--- config.mk ---
export PLATFORM = sky130hd
export DESIGN_NAME = rhhm_ctrl
export DESIGN_NICKNAME = d
export VERILOG_FILES = /design/src/sv/rhhm_pkg.sv /design/src/sv/rhhm_ctrl.sv
export SDC_FILE = /design/constraint.sdc
export NUM_CORES = 1
export LEC_CHECK = 0
export BUFFER_PORTS_ARGS = -buffer_cell sky130_fd_sc_hd__buf_4
export CELL_PAD_IN_SITES_DETAIL_PLACEMENT = 0
export CELL_PAD_IN_SITES_GLOBAL_PLACEMENT = 1
export CORE_MARGIN = 8
export CORE_UTILIZATION = 30
export CTS_CLUSTER_SIZE = 24
export DETAILED_ROUTE_END_ITERATION = 7
export HOLD_SLACK_MARGIN = 0.12
export PLACE_DENSITY = 0.68
export SYNTH_ARGS = -nofsm -noshare
export SYNTH_HDL_FRONTEND = slang
export SYNTH_SLANG_ARGS = --single-unit
--- constraint.sdc ---
create_clock -name clock -period 10.2 [get_ports clock]
set_input_delay 3.06 -clock clock [delete_from_list [all_inputs] [get_ports clock]]
set_output_delay 3.06 -clock clock [all_outputs]
set_load 0.05 [all_outputs]
--- src/sv/rhhm_pkg.sv ---
`timescale 1ns / 1ps
package rhhm_pkg;
   localparam int CAPACITY = 256;
   localparam int IDX_W = $clog2(CAPACITY);
   localparam int DIST_W = IDX_W + 1;
   localparam int CNT_W = IDX_W + 1;
   localparam int KEY_W = 64;
   localparam int VAL_W = 64;

   localparam logic [1:0] ST_OK = 2'd0;
   localparam logic [1:0] ST_MISS = 2'd1;
   localparam logic [1:0] ST_FULL = 2'd2;

   localparam logic CMD_LOOKUP = 1'b0;
   localparam logic CMD_INSERT = 1'b1;

   typedef struct packed {
      logic [KEY_W-1:0] key;
      logic [VAL_W-1:0] value;
      logic [DIST_W-1:0] distance;
   } entry_type;

   typedef struct packed {
      logic we;
      logic [IDX_W-1:0] addr;
      entry_type wdata;
   } mem_req_type;

   // first half of the key mix, up to the multiply by 21
   function automatic logic [63:0] mix_front(input logic [63:0] k);
      logic [63:0] h;
      h = (~k) + (k << 18);
      h = h ^ (h >> 31);
      return (h << 4) + (h << 2) + h;
   endfunction

   // second half of the key mix, reduced to a slot index
   function automatic logic [IDX_W-1:0] mix_back(input logic [63:0] m);
      logic [63:0] h;
      h = m ^ (m >> 11);
      h = h + (h << 6);
      h = h ^ (h >> 22);
      return IDX_W'(h[29:0] % CAPACITY);
   endfunction
endpackage

--- src/sv/rhhm_ctrl.sv ---
`timescale 1ns / 1ps
module rhhm_ctrl (
   input  logic clock,
   input  logic reset,
   input  logic start,
   output logic busy,
   input  logic req_cmd,
   input  logic [63:0] req_key,
   input  logic [63:0] req_data_in,
   output rhhm_pkg::mem_req_type mreq,
   input  logic rd_valid,
   input  rhhm_pkg::entry_type rd_entry,
   output logic rsp_valid,
   output logic rsp_hit,
   output logic [63:0] rsp_data_out,
   output logic [1:0] rsp_status
);
   localparam logic [2:0] S_IDLE = 3'd0;
   localparam logic [2:0] S_HASH = 3'd1;
   localparam logic [2:0] S_FIND = 3'd2;
   localparam logic [2:0] S_PLACE = 3'd3;
   localparam logic [2:0] S_ADVANCE = 3'd4;

   logic [2:0] state_ff, state_in;
   logic cmd_ff;
   logic [63:0] key_ff, data_ff, mix_ff;
   logic [rhhm_pkg::IDX_W-1:0] home_ff;
   logic [rhhm_pkg::IDX_W-1:0] idx_ff, idx_in;
   logic [rhhm_pkg::DIST_W-1:0] dist_ff, dist_in;
   rhhm_pkg::entry_type carry_ff, carry_in;
   logic [rhhm_pkg::CNT_W-1:0] count_ff, count_in;
   logic out_v_in, out_hit_in;
   logic [63:0] out_d_in;
   logic [1:0] out_st_in;
   logic [rhhm_pkg::CNT_W+1:0] next_count;

   assign busy = (state_ff != S_IDLE);
   assign next_count = (rhhm_pkg::CNT_W+2)'(count_ff) + (rhhm_pkg::CNT_W+2)'(1);

   always_comb begin
      state_in = state_ff;
      idx_in = idx_ff;
      dist_in = dist_ff;
      carry_in = carry_ff;
      count_in = count_ff;
      out_v_in = 1'b0;
      out_hit_in = 1'b0;
      out_d_in = '0;
      out_st_in = rhhm_pkg::ST_OK;
      mreq.we = 1'b0;
      mreq.addr = idx_ff;
      mreq.wdata = carry_ff;
      case (state_ff)
         S_IDLE: begin
            if (start) begin
               state_in = S_HASH;
            end
         end
         S_HASH: begin
            idx_in = rhhm_pkg::mix_back(mix_ff);
            dist_in = '0;
            mreq.addr = idx_in;
            state_in = S_FIND;
         end
         S_FIND: begin
            // read data of idx_ff is present; next address issued on mreq
            if (!rd_valid || dist_ff > rd_entry.distance) begin
               if (cmd_ff == rhhm_pkg::CMD_LOOKUP) begin
                  out_v_in = 1'b1;
                  out_st_in = rhhm_pkg::ST_MISS;
                  state_in = S_IDLE;
               end else if ((next_count << 2) > (rhhm_pkg::CNT_W+2)'(3 * rhhm_pkg::CAPACITY))
               begin
                  out_v_in = 1'b1;
                  out_st_in = rhhm_pkg::ST_FULL;
                  state_in = S_IDLE;
               end else begin
                  // restart the walk from home with the new entry carried
                  carry_in.key = key_ff;
                  carry_in.value = data_ff;
                  carry_in.distance = '0;
                  idx_in = home_ff;
                  dist_in = '0;
                  mreq.addr = idx_in;
                  state_in = S_PLACE;
               end
            end else if (rd_entry.key == key_ff) begin
               out_v_in = 1'b1;
               state_in = S_IDLE;
               if (cmd_ff == rhhm_pkg::CMD_LOOKUP) begin
                  out_hit_in = 1'b1;
                  out_d_in = rd_entry.value;
               end else begin
                  mreq.we = 1'b1;
                  mreq.wdata = rd_entry;
                  mreq.wdata.value = data_ff;
               end
            end else begin
               idx_in = idx_ff + (rhhm_pkg::IDX_W)'(1);
               dist_in = dist_ff + (rhhm_pkg::DIST_W)'(1);
               mreq.addr = idx_in;
            end
         end
         S_PLACE: begin
            // write at idx_ff, read of idx_ff+1 issues next cycle
            if (!rd_valid) begin
               mreq.we = 1'b1;
               count_in = count_ff + (rhhm_pkg::CNT_W)'(1);
               out_v_in = 1'b1;
               out_hit_in = 1'b1;
               state_in = S_IDLE;
            end else begin
               if (carry_ff.distance > rd_entry.distance) begin
                  mreq.we = 1'b1;
                  carry_in = rd_entry;
               end
               carry_in.distance = carry_in.distance + (rhhm_pkg::DIST_W)'(1);
               idx_in = idx_ff + (rhhm_pkg::IDX_W)'(1);
               state_in = S_ADVANCE;
            end
         end
         S_ADVANCE: begin
            // re-read next slot after the S_PLACE write-back or re-read
            mreq.addr = idx_ff;
            state_in = S_PLACE;
         end
         default: begin
            state_in = S_IDLE;
         end
      endcase
   end

   always_ff @(posedge clock) begin
      if (reset) begin
         state_ff <= S_IDLE;
         count_ff <= '0;
         rsp_valid <= 1'b0;
      end else begin
         state_ff <= state_in;
         count_ff <= count_in;
         rsp_valid <= out_v_in;
      end
   end

   always_ff @(posedge clock) begin
      if (state_ff == S_IDLE && start) begin
         cmd_ff <= req_cmd;
         key_ff <= req_key;
         data_ff <= req_data_in;
         mix_ff <= rhhm_pkg::mix_front(req_key);
      end
      if (state_ff == S_HASH) begin
         home_ff <= idx_in;
      end
      idx_ff <= idx_in;
      dist_ff <= dist_in;
      carry_ff <= carry_in;
      rsp_hit <= out_hit_in;
      rsp_data_out <= out_d_in;
      rsp_status <= out_st_in;
   end
endmodule

==> results.py, run 1 <==
metrics = {
    "outcome": {
        "outcome": "complete, no violations",
    },
    "final_layout": {
        "final_nets": 3371,
        "area_delta_synth_final_pct": 25.97,
        "layout-drive-gt1-share": 0.2684,
        "fillers": 8497,
        "stdcell_count": 4122,
    },
    "yosys": {
        "synth-edff-count": 324,
        "syn_area_mm2": 0.02555,
        "yosysSeqAreaShare": 0.4497,
        "synthesis.nets": 2912,
        "syn_avg_cell_area_um2": 10.33,
        "netlist-cell-type-count": 95,
        "ys_ff_latch": 412,
        "synthFlopType": "edfxtp_1",
        "syn-instance-count": 2473,
        "async_flop_share": 0,
        "yosys_warnings": 0,
    },
    "floorplan": {
        "pin_count": 485,
        "core_region_area_mm2": 0.08475,
        "row_count": 107,
        "start_util": 0.3015,
        "die_h_um": 307.9,
        "die_area_mm2": 0.09478,
        "die_w_um": 307.9,
    },
    "clocking": {
        "clock_path_buffers": 3,
        "cts_resized": 0,
        "postCtsSetupBuffers": 0,
        "cts_tree": "done",
        "cts_hold_buf": 0,
        "clock_latency_ps": 620,
        "clock-sinks": 412,
        "clk_pin_slew_ps": 60,
        "h-tree-depth": 2,
        "cts_buffers": 53,
        "cts_root_buffer": "clkbuf_16",
    },
    "pwr": {
        "seqPwrFrac": 0.266,
        "p_leak_uw": 0.01354,
        "p_int_uw": 5118,
        "p_clk_frac": 0.221,
        "peakVddDrop_mv": 0.1601,
        "power_frac_comb": 0.513,
        "power_density_mw_per_mm2": 272.4,
        "p_sw_uw": 3652,
        "swShare": 0.4165,
    },
    "timing": {
        "hold_violations": 0,
        "fmax_mhz": 105.2,
        "hold_ws_ps": 514.5,
        "drv_slew": 0,
        "period_minus_slack_ps": 9503,
        "slew_headroom": 0.2460,
        "finalClockSkew_ps": 39.31,
        "fin_crit_sh": 0.9317,
        "finalSetupTns_ps": 0,
        "tightestPinTransition_ps": 1131,
        "setup_ws_ps": 696.6,
        "rsz0062_at_grt": "false",
        "finalSetupViolations": 0,
    },
    "routing": {
        "drt_first_pass_iters": 5,
        "drc_errors": 0,
        "wl_per_cell_um": 23.67,
        "ant_nets": 0,
        "viasPerCell": 5.049,
        "via_count": 20812,
        "wirelength_mm": 97.58,
        "initialDrtViolationCount": 1687,
    },
    "worst_hold_path": {
        "worstHoldPathCells": 2,
        "hp-class": "flop to flop",
        "min_to": "count_ff[1]",
        "hold_path.startpoint": "count_ff[1]",
    },
    "worst_setup_path": {
        "path_max_fanout": 71,
        "regToRegEndpoint": "carry_ff[102]",
        "start_kind": "input port",
        "end_kind": "output pin",
        "reg2reg_from": "count_ff[0]",
        "crit_required_ps": 7140,
        "cpPeakStageDelay_ps": 410,
        "worstPathArrival_ps": 6440,
        "path_class": "input port to output pin",
        "reg2regPathDepth": 11,
        "cp_top_family": "simple AND/OR/NAND/NOR gates",
        "r2r_setup_slack_ps": 5500,
        "slowest_stage": "mux2_2",
        "path_buf_inv": 5,
        "crit_chain": "buf_4, inv_1, ha_1, o21ai_0, a21oi_1, o211ai_1, a21oi_1, nand2b_1, inv_1, and2_2, nand2_4, buf_12, mux2_2, buf_4",
    },
    "global_routing": {
        "grt_pass1_wl_mm": 140.8,
        "overflow": 0,
        "grt_antenna_before_repair": 9,
        "grt_usage": 0.1969,
        "first_global_vias": 20514,
        "grt_max_degree": 155,
    },
    "place": {
        "dp_slack_ps": 691.8,
        "routabilityCongestion": 0.9072,
        "dp_hpwl_mm": 75.63,
        "port_buffers": 484,
        "dp_cells": 4021,
    },
    "run": {
        "drv_cap": 0,
    },
}
layout make-up:
| class | instances | area [um2] | area share |
|---|---|---|---|
| timing repair buffer | 511 | 3861 | 0.1199 |
| tap | 1144 | 1431 | 0.04446 |
| clock buffer | 60 | 1384 | 0.04299 |
| antenna | 1 | 2.502 | 0.00007773 |
| inverter | 138 | 518.0 | 0.01609 |
| multi-input combinational | 1816 | 13070 | 0.4060 |
| clock inverter | 40 | 435.4 | 0.01353 |
| sequential | 412 | 11490 | 0.3570 |
kinds of logic (layout without fill, tap and decap cells):
family,Yosys count,after routing,share of synthesized area
compound gates,513,513,0.1295
simple gates,731,731,0.1341
flops,412,412,0.4497
xor+xnor,262,262,0.09322
fa+ha+maj,169,169,0.09068
other cells,0,1,0
mux,141,141,0.06199
buf+inv,245,749,0.04088
power by group through the flow:
stage | registers [uW] | clock network (uW) | logic (uW)
2_1_floorplan | 2310 | 0 | 3280
3_3_place_gp | 2370 | 0 | 4490
3_5_place_dp | 2370 | 0 | 4490
4_1_cts | 2330 | 1990 | 4510
5_1_grt | 2350 | 2050 | 5010
6_report | 2330 | 1940 | 4500
cell usage after synthesis (all sizes together), types with 4 or more instances:
cell / number / area (um2)
a311oi: 5 / 50.04
a221oi: 4 / 41.29
nand4: 25 / 156.4
nor2: 91 / 344.1
dfxtp: 88 / 1762
a21oi: 109 / 568.0
a2111oi: 5 / 75.08
clkbuf: 73 / 274.0
o21bai: 11 / 82.58
o21a: 13 / 97.59
nand2b: 15 / 93.84
xnor2: 109 / 999.7
o31ai: 14 / 137.6
or3: 8 / 55.05
xor2: 151 / 1338
and2: 15 / 93.84
o311ai: 4 / 35.04
fa: 27 / 540.5
a21o: 45 / 337.8
mux2: 138 / 1554
buf: 34 / 252.7
a31o: 4 / 35.03
o211ai: 11 / 87.58
o31a: 4 / 35.03
nor2b: 13 / 81.33
nor4: 26 / 175.2
nand2: 366 / 1376
ha: 142 / 1777
and3: 90 / 568.0
and4: 4 / 37.54
a31oi: 18 / 112.6
o21ai: 200 / 1020
edfxtp: 324 / 9729
nand3: 46 / 230.2
o41ai: 4 / 35.03
nor3: 21 / 126.4
inv: 138 / 518.0
a211oi: 21 / 175.2
o221ai: 9 / 85.08
flip-flops by register name, summed over array words and instances (netlist names):
signal        cells
mix_ff           41
idx_ff            8
state_ff          3
key_ff           64
data_ff          64
dist_ff           9
rsp_hit           1
carry_ff        137
count_ff          9
cmd_ff            1
home_ff           8
rsp_data_out     64
rsp_valid         1
rsp_status        2
routing by layer:
metal  up-vias  part of all wire  track usage
met5         -           0.00045            0
met4         6             0.020      0.04175
met3       117             0.075      0.03963
met2       799              0.46       0.3240
met1     10069              0.44       0.2670
li1       9821                 -            -
metrics by stage:
stage                     cell area (um2)    util  power (uW)
after floorplan                     25560       -        5591
after global placement              30370  0.3584        6859
after detailed placement            30370  0.3584        6857
after CTS                           32190  0.3798        8830
after global routing                32190  0.3798        9404
final                               32190  0.3799        8770
worst max path at each step:
| stage | end | cells past startpoint | from | slack, ps |
|---|---|---|---|---|
| 2_1_floorplan | mix_ff[33] | 24 | req_key[18] | 1510 |
| 3_3_place_gp | mix_ff[33] | 25 | req_key[18] | 750 |
| 3_5_place_dp | mreq[110] | 14 | rd_entry[6] | 690 |
| 4_1_cts | mreq[110] | 14 | rd_entry[6] | 670 |
| 5_1_grt | mreq[110] | 14 | rd_entry[6] | 400 |
| 6_report | mreq[110] | 14 | rd_entry[6] | 700 |
placed cells by master (no fill, tap or decap), types with 11 or more instances in the layout:
cell       Yosys  final
buf_4          3    509
nand2_1      365    364
edfxtp_1     324    324
o21ai_0      191    191
xor2_1       149    149
ha_1         142    142
mux2_2       138    138
inv_1        135    134
a21oi_1      103    103
xnor2_1      103    103
and3_1        89     89
dfxtp_1       88     88
nor2_1        90     87
clkbuf_16      0     54
nand3_1       46     46
a21o_1        45     45
fa_1          27     27
nand4_1       25     25
nor4_1        24     24
a211oi_1      19     19
nor3_1        18     18
a31oi_1       18     18
nand2b_1      15     14
nor2b_1       13     13
o21a_1        13     13
and2_1        13     12
o21bai_1      11     11
o31ai_1       11     11
worst reg2reg max path, delay by kind of cell (launching register included):
family,cells,cell delay [ps]
buf+inv,3,1970
compound gates,4,890
simple gates,3,780
flops,1,410
fa+ha+maj,1,220
Power figures use the tool's default switching activity.
==> inputs of run 2 (changes only) <==
CTS_BUF_LIST = sky130_fd_sc_hd__clkbuf_8   (was default)
==> results.py, run 2 (same netlist as run 1, synthesis figures left out) <==
metrics = {
    "worst_setup_path": {
        "path_class": "input port to output pin",
        "slowest_stage": "mux2_2",
        "crit_chain": "buf_4, inv_1, ha_1, o21ai_0, a21oi_1, o211ai_1, a21oi_1, nand2b_1, inv_1, and2_2, nand2_4, buf_12, mux2_2, buf_4",
        "path_max_fanout": 71,
        "regToRegEndpoint": "carry_ff[105]",
        "crit_required_ps": 7140,
        "end_kind": "output pin",
        "path_buf_inv": 5,
        "worstPathArrival_ps": 6450,
        "cpPeakStageDelay_ps": 410,
        "reg2regPathDepth": 11,
        "cp_top_family": "simple AND/OR/NAND/NOR gates",
        "start_kind": "input port",
        "reg2reg_from": "count_ff[0]",
        "r2r_setup_slack_ps": 5520,
    },
    "floorplan": {
        "die_h_um": 307.9,
        "core_region_area_mm2": 0.08475,
        "pin_count": 485,
        "start_util": 0.3015,
        "row_count": 107,
        "die_area_mm2": 0.09478,
        "die_w_um": 307.9,
    },
    "place": {
        "dp_slack_ps": 691.8,
        "port_buffers": 484,
        "routabilityCongestion": 0.9072,
        "dp_hpwl_mm": 75.63,
    },
    "clocking": {
        "h-tree-depth": 3,
        "clock_latency_ps": 720,
        "cts_tree": "done",
        "clock-sinks": 412,
        "postCtsSetupBuffers": 0,
        "clk_pin_slew_ps": 50,
        "cts_hold_buf": 0,
        "cts_root_buffer": "clkbuf_8",
        "cts_buffers": 80,
        "clock_path_buffers": 3,
        "cts_resized": 0,
    },
    "run": {
        "drv_cap": 0,
    },
    "final_layout": {
        "largest_register": "carry_ff",
        "area_delta_synth_final_pct": 25.24,
        "fin_util": 0.3777,
        "multiInputGateArea_mm2": 0.01307,
        "largest_reg_flops": 137,
        "seqCellArea_mm2": 0.01149,
        "layout-drive-gt1-share": 0.2730,
        "final_common_cell": "buf_4",
        "final_nets": 3398,
        "fillers": 8552,
        "layout_common_cells": "509 x buf_4, 364 x nand2_1, 324 x edfxtp_1",
    },
    "global_routing": {
        "grt_pass1_wl_mm": 141.5,
        "grt_usage": 0.1990,
        "grt_antenna_before_repair": 8,
        "grt_max_degree": 155,
        "overflow": 0,
        "first_global_vias": 20688,
    },
    "routing": {
        "wl_per_cell_um": 23.49,
        "via_count": 20975,
        "viasPerCell": 5.032,
        "initialDrtViolationCount": 1745,
        "drc_errors": 0,
        "drt_first_pass_iters": 5,
        "ant_nets": 0,
        "wirelength_mm": 97.90,
    },
    "timing": {
        "finalSetupTns_ps": 0,
        "finalClockSkew_ps": 48.99,
        "fin_crit_sh": 0.9327,
        "finalSetupViolations": 0,
        "fmax_mhz": 105.1,
        "drv_slew": 0,
        "setup_ws_ps": 686.6,
        "period_minus_slack_ps": 9513,
        "slew_headroom": 0.1443,
        "tightestPinTransition_ps": 1284,
        "hold_violations": 0,
        "rsz0062_at_grt": "false",
    },
    "worst_hold_path": {
        "hp-class": "flop to flop",
        "hold_path.startpoint": "count_ff[1]",
        "worstHoldPathCells": 2,
        "min_to": "count_ff[1]",
    },
    "pwr": {
        "peakVddDrop_mv": 0.1628,
        "power_density_mw_per_mm2": 267.1,
        "p_leak_uw": 0.01358,
    },
    "outcome": {
        "outcome": "complete, no violations",
    },
}
## run 2: cell types whose count changed in the layout (fill, tap and decap cells not counted)
cell	before	now
bufinv_16	5	4
clkbuf_1	5	0
clkbuf_16	54	0
clkbuf_8	1	91
clkinv_1	5	6
clkinv_16	2	0
clkinv_2	10	13
clkinv_4	8	0
diode_2	1	2
inv_1	134	157
inv_12	0	2
inv_6	6	2
## run 2: final cells by class
| cell class | instances | share of cell area |
|---|---|---|
| well taps | 1144 | 0.04472 |
| flip-flops and latches | 412 | 0.3590 |
| multi-input cells | 1816 | 0.4083 |
| inverters | 138 | 0.01618 |
| repair buffers | 511 | 0.1206 |
| diodes | 2 | 0.0001564 |
| clock inverters | 54 | 0.01181 |
| clock buffers | 91 | 0.03913 |
## run 2: worst max-delay path by stage
stage / depth (start not counted) / slack [ps] / startpoint / endpoint
2_1_floorplan: 24 / 1510 / req_key[18] / mix_ff[33]
3_3_place_gp: 25 / 750 / req_key[18] / mix_ff[33]
3_5_place_dp: 14 / 690 / rd_entry[6] / mreq[110]
4_1_cts: 14 / 670 / rd_entry[6] / mreq[110]
5_1_grt: 14 / 410 / rd_entry[6] / mreq[110]
6_report: 14 / 690 / rd_entry[6] / mreq[110]
## run 2: power by group
| group | switching, uW | internal [uW] |
|---|---|---|
| logic | 2690 | 1810 |
| clock network | 789 | 928 |
| registers | 148 | 2190 |
| total | 3620 | 4920 |
## run 2: layer usage
metal	track usage	part of all wire	vias to the layer above	wire, um
met2	0.3237	0.46	798	45080
met3	0.04827	0.074	116	7282
met4	0.04755	0.021	4	2021
li1	-	-	9864	-
met1	0.2658	0.44	10193	43490
met5	0	0.00028	-	27
## run 2: through the flow
| step | area, um2 | hold WS, ps | instances | power (uW) |
|---|---|---|---|---|
| floorplan | 25560 | 477.5 | 2473 | 5591 |
| global placement | 30370 | 499.2 | 4021 | 6859 |
| detailed placement | 30370 | 504.6 | 4021 | 6857 |
| CTS | 32000 | 512.1 | 4166 | 8608 |
| global route | 32010 | 557.4 | 4168 | 9191 |
| finish | 32010 | 512.2 | 4168 | 8549 |
## run 2: worst reg2reg max path, cell delays in order, from the launching register on
cell      delay [ps]
dfxtp_1          410
ha_1             220
and2_0           290
a21oi_1          110
or3b_1           410
o311ai_1         370
o21ai_2          290
inv_1            160
a21oi_1          110
nor2_4            80
buf_4            800
buf_4            970
